File: config.mk
export PLATFORM = sky130hd
export DESIGN_NAME = number_to_ascii_formatter
export DESIGN_NICKNAME = d
export VERILOG_FILES = /design/src/ntaf_pkg.sv /design/src/ntaf_dec_digit.sv /design/src/ntaf_seq.sv /design/src/number_to_ascii_formatter.sv
export SDC_FILE = /design/constraint.sdc
export NUM_CORES = 1
export LEC_CHECK = 0
export ABC_AREA = 1
export BUFFER_PORTS_ARGS = -buffer_cell sky130_fd_sc_hd__buf_2
export CAP_MARGIN = 20
export CORE_AREA = 2 2 127 129
export CTS_CLUSTER_SIZE = 30
export DETAILED_ROUTE_END_ITERATION = 12
export DIE_AREA = 0 0 129 131
export PLACE_DENSITY_LB_ADDON = 0.25
export SLEW_MARGIN = 10
export SYNTH_ARGS = -nofsm -noshare
export SYNTH_HDL_FRONTEND = slang
export SYNTH_SLANG_ARGS = --single-unit
File: constraint.sdc
create_clock -name clk_i -period 8.2 [get_ports clk_i]
set_clock_uncertainty 0.1 [all_clocks]
set_input_delay 0.82 -clock clk_i [delete_from_list [all_inputs] [get_ports clk_i]]
set_output_delay 0.82 -clock clk_i [all_outputs]
set_load 0.1 [all_outputs]
File: src/ntaf_pkg.sv
`default_nettype none

package ntaf_pkg;

  typedef enum logic [1:0] {
    OP_DEC  = 2'd0,
    OP_HEX  = 2'd1,
    OP_BIN  = 2'd2,
    OP_NONE = 2'd3
  } op_e;

  typedef enum logic [1:0] {
    ST_IDLE,
    ST_DEC,
    ST_HEX,
    ST_BIN
  } state_e;

  localparam logic [7:0] CH_ZERO  = 8'd48;
  localparam logic [7:0] CH_SPACE = 8'd32;
  localparam logic [7:0] CH_MINUS = 8'd45;
  localparam logic [7:0] HEX_GAP  = 8'd7;

  localparam logic [2:0] DEC_LAST_PLACE = 3'd4;
  localparam logic [3:0] HEX_DIGITS     = 4'd4;
  localparam logic [4:0] BIN_DIGITS     = 5'd16;

  typedef struct packed {
    logic       valid;
    logic [7:0] ch;
    logic       last;
  } beat_t;

  function automatic logic [16:0] place_weight(input logic [2:0] place);
    logic [16:0] w;
    unique case (place)
      3'd0:    w = 17'd10000;
      3'd1:    w = 17'd1000;
      3'd2:    w = 17'd100;
      3'd3:    w = 17'd10;
      default: w = 17'd1;
    endcase
    return w;
  endfunction

endpackage

`default_nettype wire

File: src/ntaf_dec_digit.sv
`default_nettype none

module ntaf_dec_digit (
  input  wire logic [15:0] mag_i,
  input  wire logic [2:0]  place_i,
  output logic      [3:0]  digit_o,
  output logic      [15:0] rem_o
);

  logic [16:0] weight;
  logic [16:0] mult [10];

  assign weight = ntaf_pkg::place_weight(place_i);

  always_comb begin
    for (int k = 0; k < 10; k++) begin
      mult[k] = 17'(weight * 17'(k));
    end
  end

  always_comb begin
    digit_o = 4'd0;
    for (int k = 1; k < 10; k++) begin
      if ({1'b0, mag_i} >= mult[k]) begin
        digit_o = 4'(k);
      end
    end
  end

  assign rem_o = 16'({1'b0, mag_i} - mult[digit_o]);

endmodule

`default_nettype wire

File: src/ntaf_seq.sv
`default_nettype none

module ntaf_seq (
  input  wire logic        clk_i,
  input  wire logic        rst_ni,
  input  wire logic        start,
  input  wire logic [1:0]  op_i,
  input  wire logic [15:0] value_i,
  output logic             busy,
  output ntaf_pkg::beat_t  beat_o
);

  ntaf_pkg::state_e state_q, state_d;
  logic [15:0] word_q, word_d;
  logic [3:0]  cnt_q, cnt_d;
  logic        started_q, started_d;
  logic        neg_q, neg_d;

  logic [3:0]  digit;
  logic [15:0] rem;
  logic [2:0]  place;
  logic [3:0]  nib;
  logic        first_sig;
  logic        accept;
  ntaf_pkg::op_e op;

  assign place     = cnt_q[2:0];
  assign nib       = word_q[15:12];
  assign first_sig = (digit != 4'd0) || (place == ntaf_pkg::DEC_LAST_PLACE);
  assign op        = ntaf_pkg::op_e'(op_i);

  ntaf_dec_digit u_dec_digit (
    .mag_i   (word_q),
    .place_i (place),
    .digit_o (digit),
    .rem_o   (rem)
  );

  always_comb begin
    beat_o = '0;
    unique case (state_q)
      ntaf_pkg::ST_DEC: begin
        beat_o.valid = 1'b1;
        if (started_q) begin
          beat_o.ch   = ntaf_pkg::CH_ZERO + {4'd0, digit};
          beat_o.last = (place == ntaf_pkg::DEC_LAST_PLACE);
        end else if (first_sig) begin
          beat_o.ch = neg_q ? ntaf_pkg::CH_MINUS : ntaf_pkg::CH_SPACE;
        end else begin
          beat_o.ch = ntaf_pkg::CH_SPACE;
        end
      end
      ntaf_pkg::ST_HEX: begin
        beat_o.valid = 1'b1;
        beat_o.ch    = ntaf_pkg::CH_ZERO + {4'd0, nib}
                     + ((nib >= 4'd10) ? ntaf_pkg::HEX_GAP : 8'd0);
        beat_o.last  = (cnt_q == 4'd0);
      end
      ntaf_pkg::ST_BIN: begin
        beat_o.valid = 1'b1;
        beat_o.ch    = ntaf_pkg::CH_ZERO + {7'd0, word_q[15]};
        beat_o.last  = (cnt_q == 4'd0);
      end
      default: begin
        beat_o = '0;
      end
    endcase
  end

  assign busy   = beat_o.valid && !beat_o.last;
  assign accept = start && !busy;

  always_comb begin
    state_d   = state_q;
    word_d    = word_q;
    cnt_d     = cnt_q;
    started_d = started_q;
    neg_d     = neg_q;
    if (accept) begin
      word_d    = value_i;
      started_d = 1'b0;
      neg_d     = 1'b0;
      cnt_d     = 4'd0;
      unique case (op)
        ntaf_pkg::OP_DEC: begin
          state_d = ntaf_pkg::ST_DEC;
          neg_d   = value_i[15];
          word_d  = value_i[15] ? 16'(~value_i + 16'd1) : value_i;
        end
        ntaf_pkg::OP_HEX: begin
          state_d = ntaf_pkg::ST_HEX;
          cnt_d   = ntaf_pkg::HEX_DIGITS - 4'd1;
        end
        ntaf_pkg::OP_BIN: begin
          state_d = ntaf_pkg::ST_BIN;
          cnt_d   = 4'(ntaf_pkg::BIN_DIGITS - 5'd1);
        end
        default: begin
          state_d = ntaf_pkg::ST_IDLE;
        end
      endcase
    end else if (beat_o.valid && beat_o.last) begin
      state_d = ntaf_pkg::ST_IDLE;
    end else begin
      unique case (state_q)
        ntaf_pkg::ST_DEC: begin
          if (started_q) begin
            word_d = rem;
            cnt_d  = cnt_q + 4'd1;
          end else if (first_sig) begin
            started_d = 1'b1;
          end else begin
            cnt_d = cnt_q + 4'd1;
          end
        end
        ntaf_pkg::ST_HEX: begin
          word_d = {word_q[11:0], 4'd0};
          cnt_d  = cnt_q - 4'd1;
        end
        ntaf_pkg::ST_BIN: begin
          word_d = {word_q[14:0], 1'b0};
          cnt_d  = cnt_q - 4'd1;
        end
        default: begin
          state_d = ntaf_pkg::ST_IDLE;
        end
      endcase
    end
  end

  always_ff @(posedge clk_i or negedge rst_ni) begin
    if (!rst_ni) begin
      state_q   <= ntaf_pkg::ST_IDLE;
      started_q <= 1'b0;
      cnt_q     <= 4'd0;
    end else begin
      state_q   <= state_d;
      started_q <= started_d;
      cnt_q     <= cnt_d;
    end
  end

  always_ff @(posedge clk_i) begin
    word_q <= word_d;
    neg_q  <= neg_d;
  end

endmodule

`default_nettype wire

File: src/number_to_ascii_formatter.sv
// Prints a 16-bit word as ASCII, one character per out_valid_o cycle, most
// significant place first, with last_o on the final character. The receiver
// cannot stall: every character is on the ports for exactly one cycle. An item
// is taken when start is high and busy is low; its first character passes the
// state register, then the output register. Decimal gives 6, hex 4 and binary
// 16 characters, one per cycle from the sequencer; busy drops in the cycle
// before the final character of an item reaches the ports, so the next one
// follows without a gap. Format code 3 gives no output and leaves busy low.
`default_nettype none

module number_to_ascii_formatter (
  input  wire logic        clk_i,
  input  wire logic        rst_ni,
  input  wire logic        start,
  output logic             busy,
  input  wire logic [1:0]  op_i,
  input  wire logic [15:0] value_i,
  output logic             out_valid_o,
  output logic [7:0]       out_char_o,
  output logic             last_o
);

  ntaf_pkg::beat_t beat;
  logic            valid_q;
  logic [7:0]      char_q;
  logic            last_q;

  ntaf_seq u_seq (
    .clk_i   (clk_i),
    .rst_ni  (rst_ni),
    .start   (start),
    .op_i    (op_i),
    .value_i (value_i),
    .busy    (busy),
    .beat_o  (beat)
  );

  always_ff @(posedge clk_i or negedge rst_ni) begin
    if (!rst_ni) begin
      valid_q <= 1'b0;
    end else begin
      valid_q <= beat.valid;
    end
  end

  always_ff @(posedge clk_i) begin
    char_q <= beat.ch;
    last_q <= beat.last;
  end

  assign out_valid_o = valid_q;
  assign out_char_o  = char_q;
  assign last_o      = last_q;

endmodule

`default_nettype wire

==> impl_metrics.json <==
{
  "gr-usage-all-layers_pct": 32.61,
  "outcome": "finished clean",
  "numCtsBuffers": 5,
  "synth.yosys.seq_area_share_pct": 11.12,
  "syn_avg_cell_area_um2": 6.565,
  "clock-root-buffer": "clkbuf_16",
  "startpoint_type": "flip-flop",
  "synth-edff-count": 17,
  "floorplan.die.width_um": 129,
  "crit_arrival_ns": 7.63,
  "gp_congestion": 1.060,
  "start_util_pct": 50.22,
  "largest_fanout_on_the_critical_path": 12,
  "first_pass_grt_wire_length_um": 42100,
  "dr_total_vias": 8593,
  "achievable_clock_frequency_ghz": 0.1301,
  "clkSinkCount": 33,
  "dp_slack_ns": 0.3132,
  "placementRows": 46,
  "nNetsFinal": 1440,
  "finalCoreUtilization_pct": 55.66,
  "netlist.top_cell.by_area": "ha_1",
  "htree_levels": 2,
  "library_cells_used_by_synthesis": 54,
  "portBuffers": 30,
  "max-slew-margin-rel_pct": 35.82,
  "finalWorstPathRequiredPeriod_ns": 7.689,
  "clkTransAtPathRegs_ns": 0.07,
  "crit_top_cell": "a21oi_1",
  "synthMostInstantiatedCell": "nand2_1",
  "final_hold_violation_count": 0,
  "timing.final.setup_violations": 0,
  "hp-class": "primary input to async pin",
  "multi_input_area_mm2": 0.006326,
  "io_pins": 32,
  "max_slew.worst_pin.slew_ns": 0.9616,
  "number_of_global_route_vias_before_repair": 7874,
  "critPathRequiredTime_ns": 8.14,
  "number_of_design_rule_violations_left_after_detail_routing": 0,
  "yosys_warns": 0,
  "wl_per_cell_um": 18.65,
  "synthDominantCellAreaShare_pct": 25.24,
  "ys_async_sr_fraction_pct": 24.24,
  "grt_antenna_before_repair": 0,
  "grt_remaining_overflow": 0,
  "cp_slowest_stage_delay_ns": 0.45,
  "critPathSlowestCell": "fa_1",
  "synthesis.instances": 1193,
  "dp_hpwl_um": 21880,
  "place_area_mm2": 0.008298,
  "finish.instance_area_mm2": 0.008681,
  "mappedNetlistArea_mm2": 0.007833,
  "synth_top_cells_by_count": "nand2_1, ha_1, inv_1, a21oi_1, nor2_1",
  "core_area_mm2": 0.01560,
  "num_antenna_cells": 0,
  "ys.flop_type": "edfxtp_1",
  "worst_setup_path_end_kind": "flip-flop",
  "fillers": 1596,
  "clockBufferDepth": 2,
  "timing.final.crit_share_pct": 93.77,
  "timing.setup.critical_path_class": "flip-flop to flip-flop",
  "firstDrtPassIters": 6,
  "routed_wl_um": 27360,
  "layout.area.seq_um2": 870.8,
  "setup_ws_ns": 0.5111,
  "die_h_um": 131,
  "synth.ff_latch_count": 33,
  "cts_tree": "yes",
  "fp.dieArea_mm2": 0.01690,
  "worstSkewPairLatency_ns": 0.30,
  "grt_max_degree": 30,
  "drive_gt1_share_pct": 10.39,
  "drt.antenna.violating_nets": 0,
  "timing.final.max_slew_violations": 0,
  "area_delta_synth_final_pct": 10.83,
  "netlist_top_cells_area": "ha_1, nand2_1, a21oi_1",
  "dr.first_iter.drc_count": 668,
  "drv.max_cap_violation_count": 0,
  "vias_per_cell": 5.858
}
## critical path, delay by kind of cell (launching register included)
family                   cells  cell delay [ns]
buffers and inverters        7             0.98
AO/OA/AOI/OAI               12             1.78
flip-flops                   1             0.39
adder cells (fa/ha/maj)      5             1.37
XOR/XNOR                     1             0.22
AND/OR/NAND/NOR             19             2.57
## area by class of cell
type,count,area share [%]
sequential,33,10.03
tap,216,3.113
clock buffer,6,1.730
multi-input combinational,983,72.87
timing repair buffer,67,5.016
inverter,160,7.048
clock inverter,2,0.1874
## path summary, 6_finish.rpt
kind                       cells after the start       startpoint                to  slack (ns)
max in group asynchronous                      1           rst_ni   u_seq.started_q        7.51
max                                           44   u_seq.cnt_q[1]  u_seq.word_q[13]        0.51
max reg2reg                                   44   u_seq.cnt_q[1]  u_seq.word_q[13]        0.51
min                                            1           rst_ni    u_seq.cnt_q[2]        0.28
min reg2reg                                    2  u_seq.started_q     out_char_o[4]        0.44
min in group clk_i                             2  u_seq.started_q     out_char_o[4]        0.44
## metrics by stage
step / hold slack [ns] / instances / setup TNS [ns]
2_1_floorplan: 0.3994 / 1196 / 0
3_3_place_gp: 0.4342 / 1441 / 0
3_5_place_dp: 0.4307 / 1441 / 0
4_1_cts: 0.2822 / 1449 / 0
5_1_grt: 0.2915 / 1467 / -0.09432
6_report: 0.2774 / 1467 / 0
## timing repair
action | CTS | global route
setup endpoints to repair | 0 | 12
gates resized for setup | 0 | 26
buffers inserted | 0 | 16
hold buffers | 0 | 0
## layer usage
metal	GRT usage [%]	wire length (µm)	vias up	share of wire (%)
li1	-	-	4206	-
met4	17.46	1577	0	5.8
met1	43.79	11830	3904	43
met3	2.606	1842	83	6.7
met2	52.38	12110	400	44
met5	0	0	-	0
## cell families (layout without fill, tap and decap cells)
logic type	Yosys count	after routing	synth area share [%]
and+or+nand+nor	506	508	27.88
AOI/OAI and AO/OA	266	266	19.67
buffers and inverters	182	235	9.281
adders and majority gates	169	169	28.05
xor gates and xnor gates	35	35	3.914
DFF	33	33	11.12
other	2	5	0.09588
## sequential cells by signal, summed over array words and instances (netlist names)
name / cells
u_seq.word_q: 16
out_char_o: 7
u_seq.cnt_q: 4
u_seq.state_q: 2
last_o: 1
out_valid_o: 1
u_seq.neg_q: 1
u_seq.started_q: 1
## cell usage in the layout (no fill, tap or decap), types with 6 or more instances in the layout
| cell type | instances |
|---|---|
| o21bai_1 | 6 |
| buf_4 | 35 |
| o211ai_1 | 7 |
| dfxtp_1 | 8 |
| inv_1 | 147 |
| fa_1 | 11 |
| dfrtp_1 | 8 |
| o22ai_1 | 11 |
| nor3_1 | 17 |
| xnor2_1 | 11 |
| nand3_1 | 58 |
| o21ai_0 | 64 |
| o221ai_1 | 7 |
| nor2_2 | 10 |
| a21oi_1 | 110 |
| xor2_1 | 22 |
| buf_2 | 30 |
| o21ai_1 | 15 |
| or2_2 | 6 |
| clkbuf_16 | 6 |
| inv_2 | 9 |
| nand2_2 | 8 |
| a31oi_1 | 11 |
| nand4_1 | 31 |
| nor2_1 | 96 |
| edfxtp_1 | 17 |
| ha_1 | 158 |
| nand2_1 | 267 |
Power is left out: the tool's default activity adds up to more than one toggle a clock period on the data nets, which glitch-free logic cannot reach.
